===== config.mk =====
export PLATFORM = sky130hd
export DESIGN_NAME = wts_div
export DESIGN_NICKNAME = d
export VERILOG_FILES = /design/src/wts_pkg.sv /design/src/wts_div.sv
export SDC_FILE = /design/constraint.sdc
export NUM_CORES = 1
export LEC_CHECK = 0
export BUFFER_PORTS_ARGS = -buffer_cell sky130_fd_sc_hd__buf_2
export CAP_MARGIN = 20
export CORE_AREA = 4 4 108 110
export DETAILED_ROUTE_END_ITERATION = 10
export DIE_AREA = 0 0 112 114
export HOLD_SLACK_MARGIN = 0.12
export PLACE_DENSITY_LB_ADDON = 0.15
export SKIP_LAST_GASP = 1
export SLEW_MARGIN = 0
export SYNTH_ARGS = -nofsm -noshare
export SYNTH_HDL_FRONTEND = slang
export SYNTH_SLANG_ARGS = --single-unit

===== constraint.sdc =====
create_clock -name clk -period 20.5 [get_ports clk]
set_input_delay 4.1 -clock clk [delete_from_list [all_inputs] [get_ports clk]]
set_output_delay 4.1 -clock clk [all_outputs]
set_load 0.03 [all_outputs]

===== src/wts_pkg.sv =====
// shared types, constants and helpers of the waypoint time stamper
// no dependencies
`default_nettype none

package wts_pkg;

  typedef struct packed {
    logic signed [31:0] way_x_mm;
    logic signed [31:0] way_y_mm;
    logic [15:0]        way_speed;
    logic               path_end;
  } way_t;

  typedef struct packed {
    logic signed [31:0] point_x_mm;
    logic signed [31:0] point_y_mm;
    logic [47:0]        point_time_ns;
    logic               zero_speed;
    logic               last_point;
  } point_t;

  // configuration register indexes
  localparam logic [1:0] CFG_SPAN   = 2'd0;
  localparam logic [1:0] CFG_POSE_X = 2'd1;
  localparam logic [1:0] CFG_POSE_Y = 2'd2;

  // path phase codes
  localparam logic [1:0] PH_FIRST = 2'd0;
  localparam logic [1:0] PH_PATH  = 2'd1;
  localparam logic [1:0] PH_CUT   = 2'd2;

  localparam logic [39:0] SPAN_RESET = 40'd6000000000;
  localparam logic [47:0] MAX48      = {48{1'b1}};
  localparam logic [31:0] NEAR_MM    = 32'd100;

  // 10^18 = (10^9)^2, squared scale to nanomillimeters, split into two multiplier operands
  localparam logic [59:0] NANO_SQ = 60'd1000000000000000000;
  localparam logic [31:0] NANO_LO = NANO_SQ[31:0];
  localparam logic [31:0] NANO_HI = {4'b0, NANO_SQ[59:32]};

  function automatic logic [31:0] mag33(input logic [32:0] d);
    logic [32:0] n;
    n = -d;
    return d[32] ? n[31:0] : d[31:0];
  endfunction

  function automatic logic [47:0] sat_add48(input logic [47:0] a, input logic [47:0] b);
    logic [48:0] s;
    s = {1'b0, a} + {1'b0, b};
    return s[48] ? MAX48 : s[47:0];
  endfunction

endpackage

`default_nettype wire


===== src/wts_div.sv =====
// restoring divider, one quotient bit per cycle, 48-bit saturated quotient
// uses wts_pkg
`default_nettype none

module wts_div (
  input  logic        clk,
  input  logic        rst,
  input  logic        start,
  input  logic [63:0] num,
  input  logic [16:0] den,
  output logic        done,
  output logic [47:0] quot
);
  import wts_pkg::*;

  typedef enum logic [1:0] {
    V_IDLE = 2'b01,
    V_RUN  = 2'b10
  } vstate_t;

  vstate_t     state;
  logic [63:0] nq;
  logic [16:0] rem, dv;
  logic [5:0]  cnt;
  logic [17:0] sh;
  logic        ge;

  assign sh   = {rem, nq[63]};
  assign ge   = sh >= {1'b0, dv};
  assign quot = (nq[63:48] != 16'd0) ? MAX48 : nq[47:0];

  always_ff @(posedge clk) begin
    if (rst) begin
      state <= V_IDLE;
      done  <= 1'b0;
    end else begin
      done <= (state == V_RUN) && (cnt == 6'd63);
      case (state)
        V_IDLE: begin
          if (start) begin
            nq    <= num;
            dv    <= den;
            rem   <= '0;
            cnt   <= '0;
            state <= V_RUN;
          end
        end
        V_RUN: begin
          rem <= ge ? 17'(sh - {1'b0, dv}) : sh[16:0];
          nq  <= {nq[62:0], ge};
          cnt <= cnt + 6'd1;
          if (cnt == 6'd63) begin
            state <= V_IDLE;
          end
        end
        default: state <= V_IDLE;
      endcase
    end
  end

endmodule

`default_nettype wire


# After elaboration in Yosys (flattened, before gate mapping)
# Cells that the tools add are included.
[totals] regBits=107 input_bits=84 output_inout_bits=49 elab_cells=32
[op_classes] n_addsub=2 order_cmp=1 n_eq_ne=5 mux=11 bitwise_logic=1 reduce_logical=6
[op_table] operator="64-bit case mux with 2 select lines" n=1
[op_table] operator="64-bit 2-to-1 mux" n=1
[op_table] operator="48-bit 2-to-1 mux" n=1
[op_table] operator="17-bit 2-to-1 mux" n=2
[op_table] operator="17-bit case mux with 2 select lines" n=1
[op_table] operator="18-bit by 17-bit greater-or-equal comparator with 1-bit output" n=1
[op_table] operator="17-bit subtractor" n=1
[op_table] operator="16-bit nonzero test" n=1
[op_table] operator="6-bit case mux with 2 select lines" n=1
[op_table] operator="6-bit by 1-bit adder with 6-bit output, second input constant" n=1
[op_table] operator="6-bit equality test, second input constant" n=1
[op_table] operator="6-bit 2-to-1 mux" n=1
[op_table] operator="3-bit AND reduction" n=2
[op_table] operator="2-bit 2-to-1 mux" n=2
[op_table] operator="2-bit case mux with 2 select lines" n=1
[op_table] operator="2-bit by 1-bit equality test with 1-bit output, second input constant" n=1
[op_table] operator="2-bit equality test, second input constant" n=1
[op_table] operator="2-bit by 1-bit inequality test with 1-bit output, second input constant" n=1
[op_table] operator="2-bit inequality test, second input constant" n=1
[op_table] operator="2-bit AND reduction" n=1
[op_table] operator="2-bit nonzero test" n=1
[op_table] operator="1-bit logical AND" n=1
[op_table] operator="1-bit inverter" n=1

# Logic depth before layout (Yosys ltp)
[depth] word_depth=3 depth_mapped=11 ltp_nobuf=10

# Least setup slack after synthesis
# Ideal clock, no wire load.
[synth_path] path_kind="input to register" start="input port start" end="register cnt[0] (enable)" setup_ns=0.662 arrival_ns=10.557 t_required_ns=19.838 slack_ns=9.281 path_stages=2 n_path_buf=0 cell_sequence="inv_1 a211oi_1"
[synth_between] elab_chain_len=2
[synth_rtl] element="from (decl)" line="wts_div.sv:8" text="input logic start,"
[synth_rtl] element="2-bit inequality test (no source line)"
[synth_rtl] element="3-bit AND reduction (no source line)"
[synth_rtl] element="to (signal assigned)" line="wts_div.sv:51" text="cnt <= cnt + 6'd1;"
[synth_rtl] element="to (decl)" line="wts_div.sv:24" text="logic [5:0] cnt;"
# Every way passes these cells.
# A chain may end at the register's enable or synchronous reset.

# Worst setup path after layout
[layout_path] start="register nq[63]" end="output port quot[0]"
[layout_between] elab_chain_len=2
[layout_rtl] element="from (decl)" line="wts_div.sv:22" text="logic [63:0] nq;"
[layout_rtl] element="from (signal assigned)" line="wts_div.sv:41" text="nq <= num;"
[layout_rtl] element="from (signal assigned)" line="wts_div.sv:50" text="nq <= {nq[62:0], ge};"
[layout_rtl] element="16-bit nonzero test" line="wts_div.sv:30" text="assign quot = (nq[63:48] != 16'd0) ? MAX48 : nq[47:0];"
[layout_rtl] element="48-bit 2-to-1 mux" line="wts_div.sv:30"
[layout_rtl] element="to (decl)" line="wts_div.sv:12" text="output logic [47:0] quot"
# Every way passes these cells.

==> metrics.yaml <==
status: "finished, final reports clean"
r2r_slack_ps: 17270
synth_edf_count: 104
worst-slew-pin-transition_ps: 724
synthAdderAreaFrac_pct: 4.71
final_nets: 691
dieArea_mm2: 0.0128
place.detailed.hpwl_um: 8350
timing.final.crit_share_pct: 32.8
synthCells: 455
cts_repair_resize_count: 0
synthXorXnorAreaFrac_pct: 1.98
pre_cts_ws_ps: 14130
ant_nets: 0
async_reset_ff_share_pct: 0
start_util_pct: 53.6
holdPathEnd: "state[0]$_SDFFE_PP1P_"
vias_per_cell: 5.32
num_rows: 38
crit_fanout: 26
placed_area_mm2: 0.00657
ios: 133
grt_first_pass_wirelength_um: 18800
fin_util_pct: 63.2
cp.required_ps: 16400
final-setup-viol-count: 0
clock_sinks: 107
min_period_ps: 6720
critPathKind: "flip-flop to output port"
cts_tree: "done"
syn_to_final_growth_pct: 17.8
reg2regPathDepth: 11
rsz0062_at_grt: "false"
synth_flop_cell: "edfxtp_1"
post-cts-setup-buffer-count: 0
tns_ps: 0
syn_nets: 560
timing.final.ws_setup_ps: 13780
finalPower_uw: 477
antenna_found_initial: 1
avgSynthCellArea_um2: 12.6
synth_top_family_by_area: "multiplexers"
vias: 3889
drv_cap: 0
portBuffers: 132
synth_area_leaders: "edfxtp_1 (54%), mux2_1 (13%), or2_1 (5.3%), ha_1 (4.4%), inv_1 (1.9%)"
place_congestion: 0.825
yosys_register_bits: 107
drt-total-wl_um: 11600
clock_latency_ps: 370
gr-total-overflow: 0
firstDrtPassIters: 4
routedWlPerCell_um: 15.9
vdd_drop_max_uv: 42.1
relSlewSlack_pct: 51.6
drive_gt1_share_pct: 27.4
cts-root-buf: "clkbuf_8"
synth-simple-area-share_pct: 12.4
cts_hold_buf: 0
final-hold-violation-count: 0
netlist_area_mm2: 0.00574
max_freq_mhz: 149
grt_usage_pct: 18.5
yosys.cell_types.count: 50
die_x_um: 112
fin_skew_ps: 11.0
die_h_um: 114
synthMuxAreaShare_pct: 14.0
hold_path_depth: 1
rr_endpoint: "rem[16]$_SDFFCE_PN0P_"
htree_levels: 3
p_leak_nw: 2.61
netlist.area_leader.share_pct: 54.4
slowest_delay_ps: 620
clk_pin_slew_ps: 100
yosysMostFrequentCell: "edfxtp_1"
clockBufferDepth: 2
slowest_stage: "nand4_1"
ys_warn_count: 0
tritoncts.num_buffers: 9
ys_seq_area_share_pct: 55.5
core-area_mm2: 0.0107
drt-initial-drc-count: 201
synth_compound_area_share_pct: 8.18
stdcell_area_mm2: 0.00676
grt_pass1_vias: 3957
r2r-start: "nq[63]$_DFFE_PP_"
min-delay-start: "state[0]$_SDFFE_PP1P_"
crit_path_start_kind: "flip-flop"
cp-startpoint: "nq[63]$_DFFE_PP_"
end_kind: "output port"
drc: 0
hold_path.class: "flip-flop to flip-flop"
path_cells: "nor4_1 > nand4_1 > buf_4 > or2_1 > buf_2"
powerDensity_mw_per_mm2: 70.6
grt_start_max_net_pins: 88
synthTopCellsByCount: "edfxtp_1 (104), mux2_1 (64), or2_1 (49)"
n_antenna_cell: 0
yosysTopAreaCell: "edfxtp_1"
arrival_ps: 2620
finalMaxSlewViolations: 0
power by group:
| part | internal (mW) | leakage (nW) | switching [mW] | total [mW] |
|---|---|---|---|---|
| combinational | 0.0374 | 1.52 | 0.0473 | 0.0847 |
| sequential | 0.265 | 1.00 | 0.00940 | 0.274 |
| clock | 0.0456 | 0.0858 | 0.0726 | 0.118 |
sequential cells by signal (all words and copies together) (netlist names):
signal,count
nq,64
dv,17
rem,17
cnt,6
state,2
done,1
cell usage in the layout (no fill, tap or decap), types with 6 or more instances in the layout:
cell and instances:
nand3_1 8, nor2b_1 12, or2_1 49, inv_1 29
buf_2 132, edfxtp_1 104, clkbuf_8 9, nor2_1 13
mux2_1 64, ha_1 19, o21ai_0 7, nand2_1 20
a21oi_1 20, xnor2_1 10, a21o_1 6, mux2i_1 8
layer usage:
layer  track usage (%)  vias up  routed length [um]
met4              6.33        2                 210
met5                 0        -                   7
li1                  -     1910                   -
met3              6.05       20                 738
met2              30.8       89                5810
met1              23.1     1868                4860
worst max path at each step:
stage | to | slack (ps)
2_1_floorplan | cnt[0]$_SDFFCE_PN0P_ | 9280
3_3_place_gp | quot[14] | 14130
3_5_place_dp | quot[0] | 14130
4_1_cts | quot[0] | 13700
5_1_grt | quot[3] | 13480
6_report | quot[0] | 13780
critical path: cells and delay by family (launching register included):
family | cells | cell delay [ps]
and+or+nand+nor | 3 | 1170
buffers and inverters | 2 | 630
DFF | 1 | 420
cell families (layout without fill, tap and decap cells):
group           Yosys count  in the layout
simple gates            128            128
mux                      72             72
compound gates           66             66
buf+inv                  48            184
fa+ha+maj                21             21
flops                   107            107
xor+xnor                 13             13
layout make-up:
cell class / count / area [um2]
Timing Repair Buffer: 138 / 733
Clock buffer: 12 / 135
Fill cell: 880 / 3940
Sequential cell: 107 / 3180
Inverter: 30 / 113
Clock inverter: 4 / 31.3
Multi-Input combinational cell: 300 / 2390
Tap cell: 140 / 175
per-stage QoR:
step / std cells / hold slack, ps
after floorplan: 455 / 450
after global placement: 713 / 466
after detailed placement: 714 / 484
after CTS: 730 / 502
after global routing: 731 / 524
final: 731 / 493
Note: power is estimated with default switching activity, not from simulation.
