==> src/wts_pkg.sv <==
// shared types, constants and helpers of the waypoint time stamper
// no dependencies
`default_nettype none

package wts_pkg;

  typedef struct packed {
    logic signed [31:0] way_x_mm;
    logic signed [31:0] way_y_mm;
    logic [15:0]        way_speed;
    logic               path_end;
  } way_t;

  typedef struct packed {
    logic signed [31:0] point_x_mm;
    logic signed [31:0] point_y_mm;
    logic [47:0]        point_time_ns;
    logic               zero_speed;
    logic               last_point;
  } point_t;

  // configuration register indexes
  localparam logic [1:0] CFG_SPAN   = 2'd0;
  localparam logic [1:0] CFG_POSE_X = 2'd1;
  localparam logic [1:0] CFG_POSE_Y = 2'd2;

  // path phase codes
  localparam logic [1:0] PH_FIRST = 2'd0;
  localparam logic [1:0] PH_PATH  = 2'd1;
  localparam logic [1:0] PH_CUT   = 2'd2;

  localparam logic [39:0] SPAN_RESET = 40'd6000000000;
  localparam logic [47:0] MAX48      = {48{1'b1}};
  localparam logic [31:0] NEAR_MM    = 32'd100;

  // 10^18 = (10^9)^2, squared scale to nanomillimeters, split into two multiplier operands
  localparam logic [59:0] NANO_SQ = 60'd1000000000000000000;
  localparam logic [31:0] NANO_LO = NANO_SQ[31:0];
  localparam logic [31:0] NANO_HI = {4'b0, NANO_SQ[59:32]};

  function automatic logic [31:0] mag33(input logic [32:0] d);
    logic [32:0] n;
    n = -d;
    return d[32] ? n[31:0] : d[31:0];
  endfunction

  function automatic logic [47:0] sat_add48(input logic [47:0] a, input logic [47:0] b);
    logic [48:0] s;
    s = {1'b0, a} + {1'b0, b};
    return s[48] ? MAX48 : s[47:0];
  endfunction

endpackage

`default_nettype wire

==> src/wts_dist.sv <==
// distance unit: squares, scaling by 10^18 to nanomillimeters and bit-serial square root
// one shared 32x32 multiplier; uses wts_pkg
`default_nettype none

module wts_dist (
  input  logic        clk,
  input  logic        rst,
  input  logic        start,
  input  logic [31:0] mag_x,
  input  logic [31:0] mag_y,
  output logic        done,
  output logic [62:0] root
);
  import wts_pkg::*;

  typedef enum logic [5:0] {
    D_IDLE = 6'b000001,
    D_SQX  = 6'b000010,
    D_SQY  = 6'b000100,
    D_SUM  = 6'b001000,
    D_MAC  = 6'b010000,
    D_ROOT = 6'b100000
  } dstate_t;

  localparam logic [2:0] MAC_STEPS = 3'd6;
  localparam logic [5:0] ROOT_LAST = 6'd62;

  dstate_t      state;
  logic [31:0]  ux, uy;
  logic [63:0]  prod;
  logic [1:0]   prod_sh;
  logic [64:0]  d2;
  logic [125:0] acc;
  logic [2:0]   idx;
  logic [5:0]   cnt;
  logic [67:0]  rem;

  logic [31:0]  mul_a, mul_b;
  logic [63:0]  prod_next;
  logic [125:0] acc_add;
  logic [67:0]  rem_sh, trial;
  logic         ge;

  always_comb begin
    case (state)
      D_SQX: begin
        mul_a = ux;
        mul_b = ux;
      end
      D_SQY: begin
        mul_a = uy;
        mul_b = uy;
      end
      default: begin
        case (idx[2:1])
          2'd0:    mul_a = d2[31:0];
          2'd1:    mul_a = d2[63:32];
          default: mul_a = {31'b0, d2[64]};
        endcase
        mul_b = idx[0] ? NANO_HI : NANO_LO;
      end
    endcase
  end

  assign prod_next = mul_a * mul_b;
  assign acc_add   = 126'(prod) << {prod_sh, 5'b0};
  assign rem_sh    = {rem[65:0], acc[125:124]};
  assign trial     = {3'b0, root, 2'b01};
  assign ge        = rem_sh >= trial;

  always_ff @(posedge clk) begin
    if (rst) begin
      state <= D_IDLE;
      done  <= 1'b0;
    end else begin
      done <= (state == D_ROOT) && (cnt == ROOT_LAST);
      case (state)
        D_IDLE: begin
          if (start) begin
            ux    <= mag_x;
            uy    <= mag_y;
            state <= D_SQX;
          end
        end
        D_SQX: begin
          prod  <= prod_next;
          state <= D_SQY;
        end
        D_SQY: begin
          d2    <= {1'b0, prod};
          prod  <= prod_next;
          state <= D_SUM;
        end
        D_SUM: begin
          d2    <= d2 + {1'b0, prod};
          acc   <= '0;
          idx   <= '0;
          state <= D_MAC;
        end
        D_MAC: begin
          if (idx != MAC_STEPS) begin
            prod    <= prod_next;
            prod_sh <= idx[2:1] + {1'b0, idx[0]};
          end
          if (idx != 3'd0) begin
            acc <= acc + acc_add;
          end
          idx <= idx + 3'd1;
          if (idx == MAC_STEPS) begin
            cnt   <= '0;
            rem   <= '0;
            root  <= '0;
            state <= D_ROOT;
          end
        end
        D_ROOT: begin
          rem  <= ge ? (rem_sh - trial) : rem_sh;
          root <= {root[61:0], ge};
          acc  <= {acc[123:0], 2'b00};
          cnt  <= cnt + 6'd1;
          if (cnt == ROOT_LAST) begin
            state <= D_IDLE;
          end
        end
        default: state <= D_IDLE;
      endcase
    end
  end

endmodule

`default_nettype wire

==> config.mk <==
export PLATFORM = sky130hd
export DESIGN_NAME = wts_dist
export DESIGN_NICKNAME = d
export VERILOG_FILES = /design/src/wts_pkg.sv /design/src/wts_dist.sv
export SDC_FILE = /design/constraint.sdc
export NUM_CORES = 2
export LEC_CHECK = 0
export ABC_AREA = 1
export BUFFER_PORTS_ARGS = -buffer_cell sky130_fd_sc_hd__buf_2
export CORE_UTILIZATION = 40
export CTS_BUF_LIST = sky130_fd_sc_hd__clkbuf_8 sky130_fd_sc_hd__clkbuf_16
export DETAILED_ROUTE_END_ITERATION = 7
export GPL_ROUTABILITY_DRIVEN = 0
export PLACE_DENSITY = 0.57
export SLEW_MARGIN = 40
export SYNTH_ARGS = -nofsm -noshare
export SYNTH_HDL_FRONTEND = slang
export SYNTH_SLANG_ARGS = --single-unit
export TNS_END_PERCENT = 30
==> constraint.sdc <==
create_clock -name clk -period 30.4 [get_ports clk]
set_input_delay 6.08 -clock clk [delete_from_list [all_inputs] [get_ports clk]]
set_output_delay 6.08 -clock clk [all_outputs]
set_load 0.05 [all_outputs]
# Word-level counts from Yosys, hierarchy flattened
# Cells that the tools add are included.
[word_totals] in_bits=67 register_bits=466
[classes] n_mul=1 n_lt_le_gt_ge=1 eq_ne=15 shifts=1 n_bitwise=1 n_reduce_logical=17 addsub=6 mux=21
[op_table] cell="$pmux 126 s3" count=1
[op_table] cell="$pmux 32 s2" count=3
[op_table] cell="$mux 66" count=2
[op_table] cell="$pmux 66 s2" count=1
[op_table] cell="$pmux 65 s2" count=1
[op_table] cell="$pmux 64 s2" count=1
[op_table] cell="$add 126x126->126" count=1
[op_table] cell="$mux 126" count=1
[op_table] cell="$pmux 63 s2" count=1
[op_table] cell="$shl 64x7->126" count=1
[op_table] cell="$ge 68x65->1" count=1
[op_table] cell="$sub 66x65->66" count=1
[op_table] cell="$add 65x64->65" count=1
[op_table] cell="$mul 32x32->64" count=1
[op_table] cell="$mux 64" count=1
[op_table] cell="$mux 63" count=1
[op_table] cell="$pmux 6 s6" count=1
[op_table] cell="$mux 32" count=1
[op_table] cell="$mux 6" count=4
[op_table] cell="$reduce_and 3->1" count=6
[op_table] cell="$eq 6x6->1 const B" count=2
[op_table] cell="$pmux 6 s2" count=1
[op_table] cell="$ne 2x2->1 const B" count=4
[op_table] cell="$reduce_bool 2->1" count=4
[op_table] cell="other kinds (19)" count=21

# Depth between registers and ports, before layout
[logic_depth] ltp_word=6 ltp_mapped=42 ltp_nobuf=39

# Worst setup path before layout
# No wires, ideal clock.
[synth_path] path_type="input to register" start="in rst" end="reg cnt[0] (enable)" t_arrival_ns=15.930 n_path_buf=0 setup_time_ns=0.831 path_stages=1 path_slack_ns=13.640 cell_sequence="a211oi_1"
[synth_between] elab_chain_len=2
[synth_lines] element="start, declared" line="wts_dist.sv:7" text="input logic rst,"
[synth_lines] element="$not 1->1 (no source line)"
[synth_lines] element="$reduce_and 3->1 (no source line)"
[synth_lines] element="end signal, assigned" line="wts_dist.sv:120" text="cnt <= cnt + 6'd1;"
[synth_lines] element="end, declared" line="wts_dist.sv:35" text="logic [5:0] cnt;"
# Every way passes these cells.
# A chain may end at the register's enable or synchronous reset.

# Worst setup path after layout
[layout_path] start="reg state[0]" end="reg prod[52] (data pin)"
[layout_between] elab_chain_len=5
[layout_lines] element="start, declared" line="wts_dist.sv:28" text="dstate_t state;"
[layout_lines] element="start signal, assigned" line="wts_dist.sv:73" text="state <= D_IDLE;"
[layout_lines] element="start signal, assigned" line="wts_dist.sv:82" text="state <= D_SQX;"
[layout_lines] element="start signal, assigned" line="wts_dist.sv:87" text="state <= D_SQY;"
[layout_lines] element="$eq 6x3->1 or $eq 6x2->1 (tied branches)" line="wts_dist.sv:45" text="case (state)"
[layout_lines] element="$pmux 32 s2" line="wts_dist.sv:45"
[layout_lines] element="$mul 32x32->64 *" line="wts_dist.sv:65" text="assign prod_next = mul_a * mul_b;"
[layout_lines] element="named net prod_next[52]" line="wts_dist.sv:39" text="logic [63:0] prod_next;"
[layout_lines] element="$mux 64" line="wts_dist.sv:101" text="if (idx != MAC_STEPS) begin"
[layout_lines] element="$pmux 64 s2 *" line="wts_dist.sv:77" text="case (state)"
[layout_lines] element="end signal, assigned" line="wts_dist.sv:86" text="prod <= prod_next;"
[layout_lines] element="end signal, assigned" line="wts_dist.sv:91" text="prod <= prod_next;"
[layout_lines] element="end signal, assigned" line="wts_dist.sv:102" text="prod <= prod_next;"
[layout_lines] element="end, declared" line="wts_dist.sv:30" text="logic [63:0] prod;"
# The timed path passes the listed nets; every way through them passes the cells marked *. The select of a mux whose other input is x is not followed.

==> summary.txt <==
Min path
  • Min-Delay Path Depth: 2
  • Min-Delay Endpoint: acc[18]$_DFFE_PP_
  • Hold path start: acc[16]$_DFFE_PP_
  • Worst Hold Class: reg2reg

Global routing
  • M1 GR Usage: 0.436
  • Layer with the highest usage: met2
  • First-pass GRT wire length: 478 mm
  • Vias in the first global route: between 70000 and 80000
  • GRT met3 Usage: 0.105
  • Largest net degree at the start of global routing: 127
  • Grt met2 use: 0.486
  • GRT overflow: 0
  • Initial antenna violation count: 15
  • Tot GR Track Use: 0.335

Route
  • Post-DRT Antenna Nets: 0
  • Vias per inst: approximately 5.4
  • Starting DRT DRC Count: approximately 8900
  • Drt first pass iters: 8
  • DR WL/cell: between 20 and 25 µm
  • Drt total wl: around 330 mm
  • Drc violations: 2
  • Vias: 74779

Final layout
  • Fraction of layout cells with a size suffix above 1: 0.0376
  • P&R area growth vs syn: 7.36%
  • Non-Filler Cell Area, Final: approximately 83000 µm²
  • Final nets: ~13000
  • Most common cell after layout, fill and taps aside: nand2_1
  • Most frequent cells in the layout: nand2_1, inv_1, nor2_1

Placed design
  • Placed cell area: roughly 81000 µm²
  • DP HPWL: around 270 mm
  • IO buf count: 130

Clock network
  • Max Root-Sink Buffers: 3
  • Later-pin clock latency in the skew report: ~0.75 ns
  • CTS Buf Count: 58
  • CTS tree: yes
  • H-tree depth: 2
  • Clk slew on worst S/H paths: ~0.070 ns
  • TritonCTS sink count: about 470
  • Hold-fix buffers, CTS: 0
  • Postcts setup bufs: 0
  • CTS root buffer: clkbuf_16
  • Post-CTS sizing: 0

STA
  • RSZ-0062 raised after global routing: false
  • Worst slew margin relative to its limit: 0.332
  • Min Clock Period, post-route: 10.68 ns
  • Setup Skew: around 0.06 ns
  • Period utilization: 0.351
  • Worst hold slack: 0.548 ns
  • Final Hold Violating Endpoints: 0
  • # setup viols final: 0
  • Worst-Margin Slew: 0.991 ns
  • Fin. max-slew vios: 0
  • Max Freq: slightly above 0.09 GHz
  • Setup TNS: 0 ns

Critical path
  • Slowest CP cell: clkinv_1
  • Reg2reg start: state[0]$_SDFFE_PP1P_
  • Cell mode on critical path: fa_1
  • Flop2flop setup slack: 19.72 ns
  • WP data required: roughly 31 ns
  • Max incr delay on CP: 0.62 ns
  • Critical path endpoint category: flip-flop
  • Setup Crit Path Kind: reg2reg
  • Crit path max fanout: 34
  • Crit path DAT: 11.11 ns
  • Crit start category: flip-flop
  • R2R depth: 33
  • Reg2reg end: prod[52]$_DFFE_PP_

Floorplanning
  • Die Footprint: approximately 190000 µm²
  • Starting Density: 0.404
  • Top Ports: approximately 130
  • Row count: 160
  • Core Region: between 150000 and 200000 µm²
  • Chip height: between 400 and 500 µm
  • Die width: 441 µm

Power and ir drop
  • Max VDD drop: 245 µV
  • Pleak: 0.0432 µW
  • Pwr dens: approximately 120 nW/µm²

Yosys
  • Top cell type's share of synthesized area: 0.233
  • Synth cell types: 48
  • Async S/R FF share, synth: 0
  • Syn. warnings: 0
  • Mean Syn Cell Area: slightly below 7 µm²
  • Post-synth EDFFs: approximately 460
  • Top post-synthesis cells by area: fa_1, edfxtp_1, nand2_1, inv_1, ha_1
  • Synth Cell Area: roughly 77000 µm²
  • Cells after synthesis: about 11000
  • Register area share after synthesis: 0.181
  • Syn_nets: ~13000
  • Synth area leader: fa_1
  • Yosys reg bits: 466
  • Most used DFF post-synth: edfxtp_1

Flow run
  • Max-Cap Viols: 0

Run status
  • Status: finished, violations left
  • Failing checks: design-rule violations
[per-stage QoR]
| stage | utilization | power (µW) | setup WS (ns) | std cells |
|---|---|---|---|---|
| 2_1_floorplan | - | 6250 | 13.64 | 11245 |
| 3_3_place_gp | 0.422 | 8780 | 19.94 | 13715 |
| 3_5_place_dp | 0.422 | 8760 | 20.05 | 13720 |
| 4_1_cts | 0.433 | 9610 | 20.01 | 13828 |
| 5_1_grt | 0.433 | 10600 | 19.28 | 13831 |
| 6_report | 0.433 | 9880 | 19.72 | 13833 |
[registers in the layout, summed over array words and instances, names as in the netlist]
signal   flops
acc        126
rem         66
d2          65
prod        64
root        63
ux          32
uy          32
cnt          6
state        6
idx          3
prod_sh      2
done         1
[kinds of logic (layout without fill, tap and decap cells)]
family	Yosys count	count (layout)	share of synthesized area
AND/OR/NAND/NOR	5426	5426	0.277
other	0	3	0
XOR/XNOR	106	106	0.0121
buffers and inverters	2797	2871	0.139
flip-flops	466	466	0.181
AO/OA/AOI/OAI	1030	1030	0.0732
adder cells (fa/ha/maj)	1420	1420	0.318
[layer usage]
layer | wire (µm) | part of all wire
met1 | 128000 | 0.39
met2 | 132000 | 0.41
met3 | 41900 | 0.13
met4 | 23400 | 0.072
met5 | 115 | 0.00035
[Yosys cell counts (8+ instances only)]
cell type / n
a21o_1: 22
a21oi_1: 456
a22o_1: 14
a31oi_1: 18
buf_1: 16
buf_2: 107
buf_4: 11
clkbuf_1: 123
clkinv_1: 12
edfxtp_1: 459
fa_1: 898
ha_1: 522
inv_1: 2498
inv_2: 29
nand2_1: 3236
nand3_1: 379
nand3b_1: 31
nand4_1: 47
nor2_1: 1593
nor3_1: 82
nor4_1: 19
o21a_1: 12
o21ai_0: 423
o21bai_1: 36
o22ai_1: 8
or2_2: 24
xnor2_1: 25
xor2_1: 81
[worst max-delay path by stage]
stage / end / from / slack (ns)
2_1_floorplan: cnt[0]$_SDFFCE_PN0P_ / rst / 13.64
3_3_place_gp: prod[49]$_DFFE_PP_ / state[0]$_SDFFE_PP1P_ / 19.94
3_5_place_dp: prod[52]$_DFFE_PP_ / state[0]$_SDFFE_PP1P_ / 20.05
4_1_cts: prod[52]$_DFFE_PP_ / state[0]$_SDFFE_PP1P_ / 20.01
5_1_grt: prod[56]$_DFFE_PP_ / state[0]$_SDFFE_PP1P_ / 19.28
6_report: prod[52]$_DFFE_PP_ / state[0]$_SDFFE_PP1P_ / 19.72
[report_power, final]
| part | leakage, µW | switching [µW] | internal, µW |
|---|---|---|---|
| clock network | 0.00101 | 344 | 442 |
| registers | 0.00455 | 73.5 | 1020 |
| logic | 0.0376 | 5360 | 2640 |
[worst max-delay path: cells and delay by family (launching register included)]
family / cells / cell delay [ns]
DFF: 1 / 0.42
AOI/OAI and AO/OA: 2 / 0.64
adders and majority gates: 9 / 4.21
buffers and inverters: 11 / 2.57
and+or+nand+nor: 11 / 2.50
[layout make-up]
cell class / count / area (µm²)
clock inverter: 47 / 571
sequential: 466 / 13900
inverter: 2539 / 9540
timing repair buffer: 224 / 1470
fill: 20031 / 108000
multi-input combinational: 7982 / 52600
tap: 2511 / 3140
clock buffer: 61 / 1500
antenna: 3 / 7.51
Power figures use the tool's default switching activity.
